[src/rtl/core/tcw_pkg.sv]
package tcw_pkg;

  localparam int COLUMNS_DEF   = 80;
  localparam int ROWS_DEF      = 24;
  localparam int TAB_WIDTH_DEF = 8;

  localparam int ACTION_W   = 2;
  localparam int CHAR_W     = 8;
  localparam int ROW_PORT_W = 5;
  localparam int COL_PORT_W = 7;

  localparam logic [ACTION_W-1:0] ACT_PUT   = 2'd0;
  localparam logic [ACTION_W-1:0] ACT_READ  = 2'd1;
  localparam logic [ACTION_W-1:0] ACT_CLEAR = 2'd2;

  localparam logic [CHAR_W-1:0] CODE_BACK    = 8'd8;
  localparam logic [CHAR_W-1:0] CODE_TAB     = 8'd9;
  localparam logic [CHAR_W-1:0] CODE_NEWLINE = 8'd10;
  localparam logic [CHAR_W-1:0] CODE_RETURN  = 8'd13;
  localparam logic [CHAR_W-1:0] CODE_ERASE   = 8'h0e;
  localparam logic [CHAR_W-1:0] CODE_SPACE   = 8'h20;

  typedef enum logic [2:0] {
    OP_NONE,
    OP_PRINT,
    OP_TAB,
    OP_NEWLINE,
    OP_ERASE,
    OP_READ,
    OP_CLEAR
  } op_t;

  typedef enum logic [3:0] {
    ST_IDLE,
    ST_FILL,
    ST_CHAR,
    ST_TAB,
    ST_LINE,
    ST_ERASE,
    ST_READ,
    ST_SCROLL,
    ST_DONE
  } state_t;

  typedef struct packed {
    logic accept;
    logic fill_step;
    logic put_char;
    logic put_tab;
    logic new_line;
    logic erase;
    logic read_capture;
    logic scroll_step;
    logic load_result;
  } cmd_t;

  typedef struct packed {
    op_t  op;
    logic row_valid;
    logic row_zero;
    logic fill_last;
    logic tab_last;
    logic rsp_free;
  } status_t;

endpackage

[src/rtl/core/tcw_ctrl.sv]
module tcw_ctrl (
  input  logic              clk,
  input  logic              rst,
  input  logic              req_valid,
  output logic              req_stall,
  input  tcw_pkg::status_t  status,
  output tcw_pkg::cmd_t     cmd
);
  import tcw_pkg::*;

  state_t state, state_next;

  always_ff @(posedge clk) begin
    if (rst) begin
      state <= ST_IDLE;
    end else begin
      state <= state_next;
    end
  end

  always_comb begin
    state_next = state;
    cmd        = '0;
    req_stall  = 1'b1;
    unique case (state)
      ST_IDLE: begin
        req_stall = 1'b0;
        if (req_valid) begin
          cmd.accept = 1'b1;
          unique case (status.op)
            OP_PRINT:   state_next = status.row_valid ? ST_CHAR : ST_FILL;
            OP_TAB:     state_next = ST_TAB;
            OP_NEWLINE: state_next = ST_LINE;
            OP_ERASE:   state_next = ST_ERASE;
            OP_READ:    state_next = ST_READ;
            OP_CLEAR:   state_next = ST_SCROLL;
            default:    state_next = ST_DONE;
          endcase
        end
      end
      // blank row gets swept to spaces before its first character lands
      ST_FILL: begin
        cmd.fill_step = 1'b1;
        if (status.fill_last) begin
          state_next = ST_CHAR;
        end
      end
      ST_CHAR: begin
        cmd.put_char = 1'b1;
        state_next   = ST_DONE;
      end
      ST_TAB: begin
        cmd.put_tab = 1'b1;
        if (status.tab_last) begin
          state_next = ST_DONE;
        end
      end
      ST_LINE: begin
        cmd.new_line = 1'b1;
        state_next   = ST_DONE;
      end
      ST_ERASE: begin
        cmd.erase  = 1'b1;
        state_next = ST_DONE;
      end
      ST_READ: begin
        cmd.read_capture = 1'b1;
        state_next       = ST_DONE;
      end
      // one scroll per cycle until the cursor row reaches the top
      ST_SCROLL: begin
        if (status.row_zero) begin
          state_next = ST_DONE;
        end else begin
          cmd.scroll_step = 1'b1;
        end
      end
      ST_DONE: begin
        if (status.rsp_free) begin
          cmd.load_result = 1'b1;
          state_next      = ST_IDLE;
        end
      end
      default: state_next = ST_IDLE;
    endcase
  end

endmodule

[config.mk]
export PLATFORM = sky130hd
export DESIGN_NAME = tcw_ctrl
export DESIGN_NICKNAME = d
export VERILOG_FILES = /design/src/rtl/core/tcw_pkg.sv /design/src/rtl/core/tcw_ctrl.sv
export SDC_FILE = /design/constraint.sdc
export NUM_CORES = 1
export LEC_CHECK = 0
export ABC_AREA = 0
export ABC_CLOCK_PERIOD_IN_PS = 1600
export BUFFER_PORTS_ARGS = -buffer_cell sky130_fd_sc_hd__buf_2
export CORE_AREA = 2 2 39 41
export DETAILED_ROUTE_END_ITERATION = 7
export DIE_AREA = 0 0 41 43
export SLEW_MARGIN = 20
export SYNTH_ARGS = -nofsm -noshare
export SYNTH_HDL_FRONTEND = slang
export SYNTH_SLANG_ARGS = --single-unit
[constraint.sdc]
create_clock -name clk -period 1.6 [get_ports clk]
set_input_delay 0.16 -clock clk [delete_from_list [all_inputs] [get_ports clk]]
set_output_delay 0.16 -clock clk [all_outputs]
set_load 0.05 [all_outputs]
==> results.md, run 1 <==
- Run status: complete, no violations
- Avg Cell Area, Syn: 7.66 um2
- Clock skew: 0.000547 ns
- GRT Total Usage: around 14%
- Via count of the first global-routing pass: a little over 400
- Flip-flop count of the largest register, all copies and words added: 4
- Share of the synthesized area in the top cell type: roughly a fifth
- Final cell utilization of the core: a little under half
- Critical Path Fanout Max: 8
- DRC violation count after routing: 0
- Final net count: between 90 and 100
- Leak: approximately 0.00031 uW
- RSZ-0062 raised after global routing: no
- Via-per-instance ratio: around 5.0
- Startpoint kind of the worst setup timing path: register
- CP Capture Type: primary output
- Dominant combinational cell family by area after synthesis: simple AND/OR/NAND/NOR gates
- Count of unique library cells instantiated by Yosys: 30
- Filler Cells Inserted: 141
- PnR Total Power: approximately 1300 uW
- Total routed wirelength: about 1100 um
- Most flop-heavy register: state
- TritonCTS clock tree: done
- End of the worst register-to-register path: state[0]
- Antenna violation net count after detailed routing: 0
- Fraction of synthesized area in multiplexers: about a tenth
- Count of final max-slew check failures: 0
- Syn nets: 67
- Cell types occupying the most area after synthesis: sky130_fd_sc_hd__dfxtp_1, sky130_fd_sc_hd__nor2_1, sky130_fd_sc_hd__mux2i_1
- Final standard cell count with taps included and fillers excluded: slightly below 100
- Post-synthesis instance area: about 430 um2
- First-pass iteration count of the detailed router: 4
- Most frequent standard cell in the layout excluding fill and tap cells: sky130_fd_sc_hd__buf_2
- Placeable core region: roughly 1400 um2
- Cell Rows: 14
- Yosys reg bits: 4
- Total negative slack: 0 ns
- # port buffers: 20
- Root cell of the clock tree: sky130_fd_sc_hd__clkbuf_4
- Synthesized-area fraction occupied by ao, oa, aoi and oai cells: between 20 and 25%
- Worst hold path cell count: 2
- Global-route wire length before repair: about 1700 um
- Number of endpoints with negative hold slack in the final report: 0
- Post-route minimum period: roughly 1.5 ns
- Final setup violation count: 0
- Vert. Die Dim: about 43 um
- Transition time at the pin with the least slew margin: roughly 0.24 ns
- Post-placement cell count: 93
- Peak clock frequency supported by timing: approximately 660 MHz
- Footprint of the multi-input gates: 362 um2
- Depth of the worst register-to-register path: 5
- Total Die Area: ~1800 um2
- Power density relative to cell area: between 2000 and 2500 nW/um2
- Simple-gate share of the synthesized area: between 40 and 50%
- HPWL Detailed: 867 um
- Max-slew headroom at the worst pin: 83.9%
- Adder-Cell Fraction of Synth Area: 0%
- Total number of H-tree levels: 1
- Clock sink count: 4
- Clock tree buffer depth: 2
- Share of synthesized area occupied by flip-flops and latches: a little under a fifth
- Largest registers: state: 4 flops
- Die W: a little over 40 um
- Effective utilization at floorplan: between 30% and 40%
- Initial detailed-routing violation count: 13
- Slowest stage cell, crit path: sky130_fd_sc_hd__dfxtp_2
- # IOs: 21
- Pin count of the biggest net entering global routing: 12
- Synthesis-to-finish area growth: 50.7%
- Xor and xnor area share after synthesis: under 10%
- Final worst-path cycle share: 94.7%
- Setup Crit Path Kind: register to primary output
- Highest cell delay on the worst timing path: ~0.36 ns
- Post-Synthesis Cells: 56
- Startpoint of the lowest-slack hold path: rst
- Yosys top cell by area: sky130_fd_sc_hd__dfxtp_1
- Vias: between 400 and 500
- Minimum setup slack among reg-to-reg paths: about 0.1 ns
- Synthesis warning total: 0
- Critical Path, Cell by Cell: nand3b_1 > nor3b_2 > buf_6
- Hold worst-path end: state[2]
- Critical register-to-register path startpoint: state[3]
- Data required time of the worst path: roughly 1.4 ns
- Class of the tightest hold or removal check: primary input to register
- Worst vdd ir: about 0.86 mV
- GPL Wtd Cong: around 0.74
- Most frequent cells in the layout: sky130_fd_sc_hd__buf_2, sky130_fd_sc_hd__nor2_1, sky130_fd_sc_hd__buf_4
- Quantity of hold-fixing buffers added after cts: 0
- Number of clock buffers inserted by TritonCTS: 3
- Later-pin clock latency in the skew report: between 0.2 and 0.25 ns
- Clock transition at the register clock pins on the worst setup and hold paths after CTS: about 0.040 ns
- Overflow left after global routing: 0
- Ratio of cells with drive above 1 in the final layout: around 58%
- Arrival time at the worst endpoint: 1.35 ns
- Mean routed wirelength per cell: ~11 um
- Number of maximum-capacitance violations: 0
- Area taken by flip-flops and latches: 85.1 um2
- Number of antenna violations at the first check in global routing: 0
- Diode insertion count for antenna repair: 0
cell families after synthesis:
family                 count (synthesis)
AND/OR/NAND/NOR                       33
buffers and inverters                  3
XOR/XNOR                               1
flip-flops                             4
AO/OA/AOI/OAI                         11
multiplexers                           4
layout make-up:
cell class | instances | share of cell area, %
multi-input cells | 49 | 55.9
repair buffers | 26 | 23.8
flip-flops and latches | 4 | 13.2
clock buffers | 3 | 3.48
well taps | 16 | 3.09
inverters | 1 | 0.580
critical path: cells and delay by family, from the launching register on:
kind | cells | cell delay [ns]
flops | 1 | 0.36
buf+inv | 1 | 0.19
simple gates | 2 | 0.57
synthesized netlist by cell type:
| library cell | n |
|---|---|
| sky130_fd_sc_hd__o21a_1 | 1 |
| sky130_fd_sc_hd__a41oi_1 | 1 |
| sky130_fd_sc_hd__a2bb2oi_2 | 1 |
| sky130_fd_sc_hd__or2b_2 | 1 |
| sky130_fd_sc_hd__or3_1 | 2 |
| sky130_fd_sc_hd__nand3_1 | 1 |
| sky130_fd_sc_hd__buf_4 | 1 |
| sky130_fd_sc_hd__a2bb2oi_1 | 1 |
| sky130_fd_sc_hd__o31ai_1 | 1 |
| sky130_fd_sc_hd__nor3b_1 | 1 |
| sky130_fd_sc_hd__mux2i_1 | 3 |
| sky130_fd_sc_hd__xnor2_1 | 1 |
| sky130_fd_sc_hd__nor2_1 | 10 |
| sky130_fd_sc_hd__or4b_1 | 1 |
| sky130_fd_sc_hd__nor4_2 | 1 |
| sky130_fd_sc_hd__nand2b_1 | 4 |
| sky130_fd_sc_hd__dfxtp_1 | 4 |
| sky130_fd_sc_hd__nor3_1 | 3 |
| sky130_fd_sc_hd__or2b_1 | 1 |
| sky130_fd_sc_hd__nand2_1 | 4 |
| sky130_fd_sc_hd__buf_2 | 1 |
| sky130_fd_sc_hd__inv_2 | 1 |
| sky130_fd_sc_hd__o31ai_2 | 1 |
| sky130_fd_sc_hd__o21ai_0 | 2 |
| sky130_fd_sc_hd__nand3b_1 | 1 |
| sky130_fd_sc_hd__a21oi_2 | 3 |
| sky130_fd_sc_hd__and3_1 | 1 |
| sky130_fd_sc_hd__and2b_2 | 1 |
| sky130_fd_sc_hd__mux2_2 | 1 |
| sky130_fd_sc_hd__and2_2 | 1 |
worst max path at each step:
| stage | startpoint | end | slack, ns | cells after the start |
|---|---|---|---|---|
| finish | state[3] | cmd[1] | 0.09 | 3 |
| global route | state[3] | state[3] | 0.003 | 5 |
| CTS | state[0] | req_stall | 0.006 | 5 |
| detailed placement | state[0] | state[0] | 0.17 | 4 |
| global placement | state[1] | state[3] | 0.17 | 4 |
| floorplan | state[0] | state[2] | 0.01 | 5 |
per-layer routing:
layer	global-route usage, %	routed length [um]	vias to the layer above
met5	0	0	-
met4	2.00	0	0
met3	4.71	59	0
met2	20.6	520	15
met1	18.6	488	228
li1	-	-	255
stage by stage:
stage | hold slack [ns] | instance area, um2 | setup WS [ns]
6_report | 0.186 | 647 | 0.0856
3_5_place_dp | 0.431 | 579 | 0.169
2_1_floorplan | 0.232 | 449 | 0.0114
3_3_place_gp | 0.426 | 579 | 0.167
5_1_grt | 0.185 | 647 | 0.00291
4_1_cts | 0.182 | 608 | 0.00570
what timing repair did:
| action | 4_1_cts | 5_1_grt |
|---|---|---|
| pin swaps | 0 | 1 |
| gates resized for setup | 3 | 5 |
| setup buffers | 0 | 3 |
| endpoints found under the setup margin | 4 | 6 |
power breakdown:
part | internal, uW | switching [uW] | total [uW]
logic | 360 | 578 | 938
clock network | 83.5 | 35.2 | 119
registers | 151 | 104 | 254
Power figures use the tool's default switching activity.
==> run 2: changes to the inputs <==
--- a/config.mk
+++ b/config.mk
@@ -8,9 +8,13 @@
 export ABC_AREA = 0
 export ABC_CLOCK_PERIOD_IN_PS = 1600
 export BUFFER_PORTS_ARGS = -buffer_cell sky130_fd_sc_hd__buf_2
-export CORE_AREA = 2 2 39 41
+export CELL_PAD_IN_SITES_DETAIL_PLACEMENT = 1
+export CELL_PAD_IN_SITES_GLOBAL_PLACEMENT = 1
+export CORE_MARGIN = 2
+export CORE_UTILIZATION = 29
+export CTS_BUF_LIST = sky130_fd_sc_hd__clkbuf_16
 export DETAILED_ROUTE_END_ITERATION = 7
-export DIE_AREA = 0 0 41 43
+export PLACE_DENSITY_LB_ADDON = 0.1
 export SLEW_MARGIN = 20
 export SYNTH_ARGS = -nofsm -noshare
 export SYNTH_HDL_FRONTEND = slang
==> results.md, run 2 (same netlist as run 1, synthesis figures left out) <==
- Run status: complete, no violations (unchanged)
- Startpoint kind of the worst setup timing path: register (unchanged)
- Effective utilization at floorplan: 32.2% (was 31.0%)
- Most frequent cells in the layout: sky130_fd_sc_hd__buf_2, sky130_fd_sc_hd__nor2_1, sky130_fd_sc_hd__buf_4 (unchanged)
- Global-route wire length before repair: 2150 um (was 1700 um)
- Worst slack on hold paths: 0.191 ns (was 0.186 ns)
- Largest delay share family, worst path: simple AND/OR/NAND/NOR gates (unchanged)
- End of the worst register-to-register path: state[0] (unchanged)
- Arrival time at the worst endpoint: 1.37 ns (was 1.35 ns)
- Clock transition at the register clock pins on the worst setup and hold paths after CTS: 0.03 ns (was 0.04 ns)
- Number of antenna violations at the first check in global routing: 0 (unchanged)
- Power density relative to cell area: 2350 nW/um2 (was 2030 nW/um2)
- Post-route minimum period: 1.53 ns (was 1.51 ns)
- Via-per-instance ratio: 5.29 (was 5.03)
- Hold worst-path end: state[2] (unchanged)
- Antenna violation net count after detailed routing: 0 (unchanged)
- # IOs: 21 (unchanged)
- Total routed wirelength: 1310 um (was 1070 um)
- Setup Crit Path Kind: register to primary output (unchanged)
- Number of maximum-capacitance violations: 0 (unchanged)
- Vias: 508 (was 498)
- Minimum setup slack among reg-to-reg paths: 0.20 ns (was 0.10 ns)
- Via count of the first global-routing pass: 502 (was 404)
- Cell Rows: 13 (was 14)
- Clock tree buffer depth: 2 (unchanged)
- Final setup violation count: 0 (unchanged)
- GPL Wtd Cong: 0.751 (was 0.741)
- Flip-flop count of the largest register, all copies and words added: 4 (unchanged)
- Worst hold path cell count: 2 (unchanged)
- Final net count: 94 (was 96)
- Quantity of hold-fixing buffers added after cts: 0 (unchanged)
- Transition time at the pin with the least slew margin: 0.281 ns (was 0.239 ns)
- Clock skew: 0.000997 ns (was 0.000547 ns)
- Mean routed wirelength per cell: 13.6 um (was 10.8 um)
- Critical Path, Cell by Cell: nand3b_1 > nor3b_2 > buf_4 (was nand3b_1 > nor3b_2 > buf_6)
- GRT Total Usage: 16.3% (was 13.6%)
- DRC violation count after routing: 0 (unchanged)
- Worst vdd ir: 1.04 mV (was 0.858 mV)
- TritonCTS clock tree: done (unchanged)
- Startpoint of the lowest-slack hold path: rst (unchanged)
- Final worst-path cycle share: 95.9% (was 94.7%)
- Highest cell delay on the worst timing path: 0.42 ns (was 0.36 ns)
- Root cell of the clock tree: sky130_fd_sc_hd__clkbuf_16 (was sky130_fd_sc_hd__clkbuf_4)
- Diode insertion count for antenna repair: 0 (unchanged)
- CP Buf/Inv Count: 1 (unchanged)
- Count of final max-slew check failures: 0 (unchanged)
- Largest registers: state: 4 flops (unchanged)
- Class of the tightest hold or removal check: primary input to register (unchanged)
- Critical Path Fanout Max: 5 (was 8)
- Data required time of the worst path: 1.44 ns (about the same)
- Total Die Area: 1800 um2 (was 1760 um2)
- Later-pin clock latency in the skew report: 0.23 ns (about the same)
- Die W: 42.5 um (was 41 um)
- First-pass iteration count of the detailed router: 4 (unchanged)
- Ratio of cells with drive above 1 in the final layout: 55.6% (was 57.8%)
- RSZ-0062 raised after global routing: yes (was no)
- # port buffers: 20 (unchanged)
- HPWL Detailed: 986 um (was 867 um)
- CP Capture Type: primary output (unchanged)
- Worst setup startpoint: state[0] (was state[3])
- Most flop-heavy register: state (unchanged)
- Pre-CTS setup slack: 0.176 ns (was 0.169 ns)
- Setup slack of the critical path after layout: 0.0658 ns (was 0.0856 ns)
- Max-slew headroom at the worst pin: 81.1% (was 83.9%)
- Filler Cells Inserted: 176 (was 141)
- Depth of the worst register-to-register path: 4 (was 5)
- Synthesis-to-finish area growth: 56.0% (was 50.7%)
- Critical register-to-register path startpoint: state[0] (was state[3])
- Most frequent standard cell in the layout excluding fill and tap cells: sky130_fd_sc_hd__buf_2 (unchanged)
- Number of clock buffers inserted by TritonCTS: 3 (unchanged)
- Slowest stage cell, crit path: sky130_fd_sc_hd__dfxtp_1 (was sky130_fd_sc_hd__dfxtp_2)
- Peak clock frequency supported by timing: 652 MHz (was 660 MHz)
- Vert. Die Dim: 42.5 um (was 43 um)
- Number of endpoints with negative hold slack in the final report: 0 (unchanged)
- Total number of H-tree levels: 1 (unchanged)
- Pin count of the biggest net entering global routing: 11 (was 12)
- Initial detailed-routing violation count: 5 (was 13)
- Clock sink count: 4 (unchanged)
- Overflow left after global routing: 0 (unchanged)
- Placeable core region: 1330 um2 (was 1380 um2)
- Leak: 0.000316 uW (was 0.000309 uW)
[run 2: cell types whose count changed in the layout (fill, tap and decap cells not counted)]
cell                        delta
sky130_fd_sc_hd__dfxtp_2       -1
sky130_fd_sc_hd__dfxtp_1       +1
sky130_fd_sc_hd__nor4_4        -1
sky130_fd_sc_hd__buf_4         -2
sky130_fd_sc_hd__buf_6         -1
sky130_fd_sc_hd__clkbuf_4      -2
sky130_fd_sc_hd__nor4_2        +1
sky130_fd_sc_hd__clkbuf_16     +3
[run 2: timing repair]
| action | in CTS | in global routing |
|---|---|---|
| setup endpoints to repair | 1 | 8 |
| pin swaps | 0 | 1 |
| resized for setup | 1 | 4 |
| buffers inserted | 0 | 1 |
[run 2: per-layer routing]
layer  wire length, um  up-vias  global-route usage, %
li1                  -      249                      -
met1               609      237                   19.2
met2               620       20                   25.2
met3                60        2                   3.02
met4                19        0                   13.1
met5                 0        -                      0
[run 2: final cells by class]
| class | count | area (um2) | share of cell area [%] |
|---|---|---|---|
| Multi-Input combinational cell | 49 | 353 | 52.7 |
| Timing Repair Buffer | 24 | 135 | 20.2 |
| Sequential cell | 4 | 83.8 | 12.5 |
| Clock buffer | 3 | 75.1 | 11.2 |
| Tap cell | 15 | 18.8 | 2.80 |
| Inverter | 1 | 3.75 | 0.561 |
[run 2: metrics by stage]
stage / TNS [ns] / power, uW / instances / cell area [um2] / utilization (%)
floorplan: 0 / 918 / 56 / 449 / -
global placement: 0 / 1150 / 92 / 578 / 43.3
detailed placement: 0 / 1160 / 92 / 578 / 43.3
CTS: 0 / 1570 / 95 / 656 / 49.2
global route: -0.00475 / 1640 / 96 / 669 / 50.2
finish: 0 / 1570 / 96 / 669 / 50.2
[run 2: power breakdown]
| group | switching [uW] | internal, uW | total, uW |
|---|---|---|---|
| clock | 75.0 | 320 | 395 |
| combinational | 610 | 334 | 944 |
| sequential | 84.6 | 148 | 233 |
[run 2: worst max path at each step]
stage | slack, ns | depth (start not counted) | to
floorplan | 0.01 | 5 | state[2]
global placement | 0.21 | 3 | state[1]
detailed placement | 0.18 | 4 | state[0]
CTS | 0.001 | 4 | cmd[4]
global route | -0.005 | 3 | cmd[1]
finish | 0.07 | 3 | cmd[1]
[run 2: worst register-to-register path, stage by stage, from the launching register on]
cell,delay [ns]
sky130_fd_sc_hd__dfxtp_1,0.42
sky130_fd_sc_hd__nand3b_1,0.22
sky130_fd_sc_hd__a2bb2oi_2,0.20
sky130_fd_sc_hd__a21oi_2,0.26
sky130_fd_sc_hd__mux2i_1,0.22
==> run 3: changes to the inputs <==
--- a/config.mk
+++ b/config.mk
@@ -8,13 +8,10 @@
 export ABC_AREA = 0
 export ABC_CLOCK_PERIOD_IN_PS = 1600
 export BUFFER_PORTS_ARGS = -buffer_cell sky130_fd_sc_hd__buf_2
-export CELL_PAD_IN_SITES_DETAIL_PLACEMENT = 1
-export CELL_PAD_IN_SITES_GLOBAL_PLACEMENT = 1
-export CORE_MARGIN = 2
-export CORE_UTILIZATION = 29
+export CORE_AREA = 2 2 39 41
 export CTS_BUF_LIST = sky130_fd_sc_hd__clkbuf_16
 export DETAILED_ROUTE_END_ITERATION = 7
-export PLACE_DENSITY_LB_ADDON = 0.1
+export DIE_AREA = 0 0 41 43
 export SLEW_MARGIN = 20
 export SYNTH_ARGS = -nofsm -noshare
 export SYNTH_HDL_FRONTEND = slang
==> results.md, run 3 (same netlist as run 1, synthesis figures left out) <==
- Run status: complete, no violations (unchanged)
- Root cell of the clock tree: sky130_fd_sc_hd__clkbuf_16 (unchanged)
- Total number of H-tree levels: 1 (unchanged)
- Flip-flop count of the largest register, all copies and words added: 4 (unchanged)
- Setup Crit Path Kind: register to primary output (unchanged)
- # port buffers: 20 (unchanged)
- Final net count: 96 (was 94)
- Critical Path Fanout Max: 8 (was 5)
- Quantity of hold-fixing buffers added after cts: 0 (unchanged)
- Most frequent standard cell in the layout excluding fill and tap cells: sky130_fd_sc_hd__buf_2 (unchanged)
- Via count of the first global-routing pass: 402 (was 502)
- Diode insertion count for antenna repair: 0 (unchanged)
- Clock skew: 0.00290 ns (was 0.000997 ns)
- Overflow left after global routing: 0 (unchanged)
- TritonCTS clock tree: done (unchanged)
- Flop pwr share: 15.8% (was 14.8%)
- Share of power burned in combinational logic: 60.3% (was 60.1%)
- Total negative slack: 0 ns (unchanged)
- DRC violation count after routing: 0 (unchanged)
- CP Capture Type: primary output (unchanged)
- Die W: 41 um (was 42.5 um)
- Startpoint kind of the worst setup timing path: register (unchanged)
- HPWL Detailed: 867 um (was 986 um)
- Mean routed wirelength per cell: 11.3 um (was 13.6 um)
- Vias: 489 (was 508)
- Number of endpoints with negative hold slack in the final report: 0 (unchanged)
- Power density relative to cell area: 2270 nW/um2 (was 2350 nW/um2)
- Max-slew headroom at the worst pin: 83.8% (was 81.1%)
- Synthesis-to-finish area growth: 64.7% (was 56.0%)
- Later-pin clock latency in the skew report: 0.22 ns (was 0.23 ns)
- Fraction of power consumed by the clock network: 23.9% (was 25.1%)
- Ratio of cells with drive above 1 in the final layout: 57.8% (was 55.6%)
- Critical Path, Cell by Cell: nand3b_1 > nor3b_2 > buf_6 (was nand3b_1 > nor3b_2 > buf_4)
- GPL Wtd Cong: 0.741 (was 0.751)
- Final worst-path cycle share: 94.3% (was 95.9%)
- Transition time at the pin with the least slew margin: 0.241 ns (was 0.281 ns)
- Antenna violation net count after detailed routing: 0 (unchanged)
- Vert. Die Dim: 43 um (was 42.5 um)
- Global-route wire length before repair: 1710 um (was 2150 um)
- Post-placement cell count: 93 (was 92)
- Clock transition at the register clock pins on the worst setup and hold paths after CTS: 0.03 ns (about the same)
- Switching Fraction: 47.6% (was 49.0%)
- Arrival time at the worst endpoint: 1.35 ns (was 1.37 ns)
- Largest registers: state: 4 flops (unchanged)
- First-pass iteration count of the detailed router: 3 (was 4)
- Switching power: 762 uW (was 770 uW)
- Placeable core region: 1380 um2 (was 1330 um2)
- Highest cell delay on the worst timing path: 0.36 ns (was 0.42 ns)
- Number of maximum-capacitance violations: 0 (unchanged)
- RSZ-0062 raised after global routing: no (was yes)
- Total Die Area: 1760 um2 (was 1800 um2)
- Startpoint of the lowest-slack hold path: rst (unchanged)
- Leak: 0.000334 uW (was 0.000316 uW)
- Final standard cell count with taps included and fillers excluded: 99 (was 96)
- Slowest stage cell, crit path: sky130_fd_sc_hd__dfxtp_2 (was sky130_fd_sc_hd__dfxtp_1)
- Clock tree buffer depth: 2 (unchanged)
- CP Buf/Inv Count: 1 (unchanged)
- Number of clock buffers inserted by TritonCTS: 3 (unchanged)
- Data required time of the worst path: 1.44 ns (about the same)
- Count of final max-slew check failures: 0 (unchanged)
- GRT Total Usage: 13.7% (was 16.3%)
- Critical register-to-register path startpoint: state[3] (was state[0])
- Post-route minimum period: 1.51 ns (was 1.53 ns)
- Class of the tightest hold or removal check: primary input to register (unchanged)
- Worst vdd ir: 0.857 mV (was 1.04 mV)
- Placed instance area: 579 um2 (was 578 um2)
- Via-per-instance ratio: 4.94 (was 5.29)
- Initial detailed-routing violation count: 7 (was 5)
- Largest delay share family, worst path: simple AND/OR/NAND/NOR gates (unchanged)
- Final instance area: 707 um2 (was 669 um2)
- Total routed wirelength: 1120 um (was 1310 um)
- Pin count of the biggest net entering global routing: 12 (was 11)
- Most flop-heavy register: state (unchanged)
- Worst setup startpoint: state[3] (was state[0])
- Worst slack on hold paths: 0.187 ns (was 0.191 ns)
- Filler Cells Inserted: 133 (was 176)
- Most frequent cells in the layout: sky130_fd_sc_hd__buf_2, sky130_fd_sc_hd__nor2_1, sky130_fd_sc_hd__buf_4 (unchanged)
- Area taken by flip-flops and latches: 85.1 um2 (was 83.8 um2)
- Peak clock frequency supported by timing: 663 MHz (was 652 MHz)
- Number of antenna violations at the first check in global routing: 0 (unchanged)
- Power Internal: 840 uW (was 801 uW)
- # IOs: 21 (unchanged)
- Footprint of the multi-input gates: 369 um2 (was 353 um2)
- Effective utilization at floorplan: 31.0% (was 32.2%)
- Final setup violation count: 0 (unchanged)
- Cell Rows: 14 (was 13)
- Clock sink count: 4 (unchanged)
run 3: cell type report:
type	count	share of cell area, %
Clock buffer	3	10.6
Inverter	1	0.531
Multi-Input combinational cell	49	52.2
Sequential cell	4	12.0
Tap cell	16	2.83
Timing Repair Buffer	26	21.8
run 3: layer usage:
layer / global-route usage, % / part of all wire, % / vias up
li1: - / - / 255
met3: 4.71 / 6.5 / 0
met4: 2.00 / 0 / 0
met2: 20.6 / 47 / 15
met1: 18.9 / 46 / 219
met5: 0 / 0 / -
run 3: power groups by stage:
stage               clock network, uW  logic (uW)  registers (uW)
floorplan                           0         732             185
global placement                    0         900             236
detailed placement                  0         901             235
CTS                               389         913             237
global route                      398        1040             267
finish                            383         967             253
run 3: path summary, 6_finish.rpt:
check	cells after the start	slack, ns	end
max reg2reg	5	0.13	state[0]
min	2	0.19	state[2]
min reg2reg	2	0.54	state[0]
max	3	0.09	cmd[1]
run 3: what timing repair did:
action                                  CTS  global route
endpoints found under the setup margin    3             5
gates resized for setup                   3             6
pin swaps                                 0             2
setup buffers                             0             3
run 3: metrics by stage:
step                setup slack (ns)  power [uW]  util, %
floorplan                     0.0114         918        -
CTS                           0.0164        1540     47.7
detailed placement             0.169        1140     41.9
global route                  0.0363        1700     51.1
finish                        0.0917        1600     51.1
global placement               0.167        1140     41.9
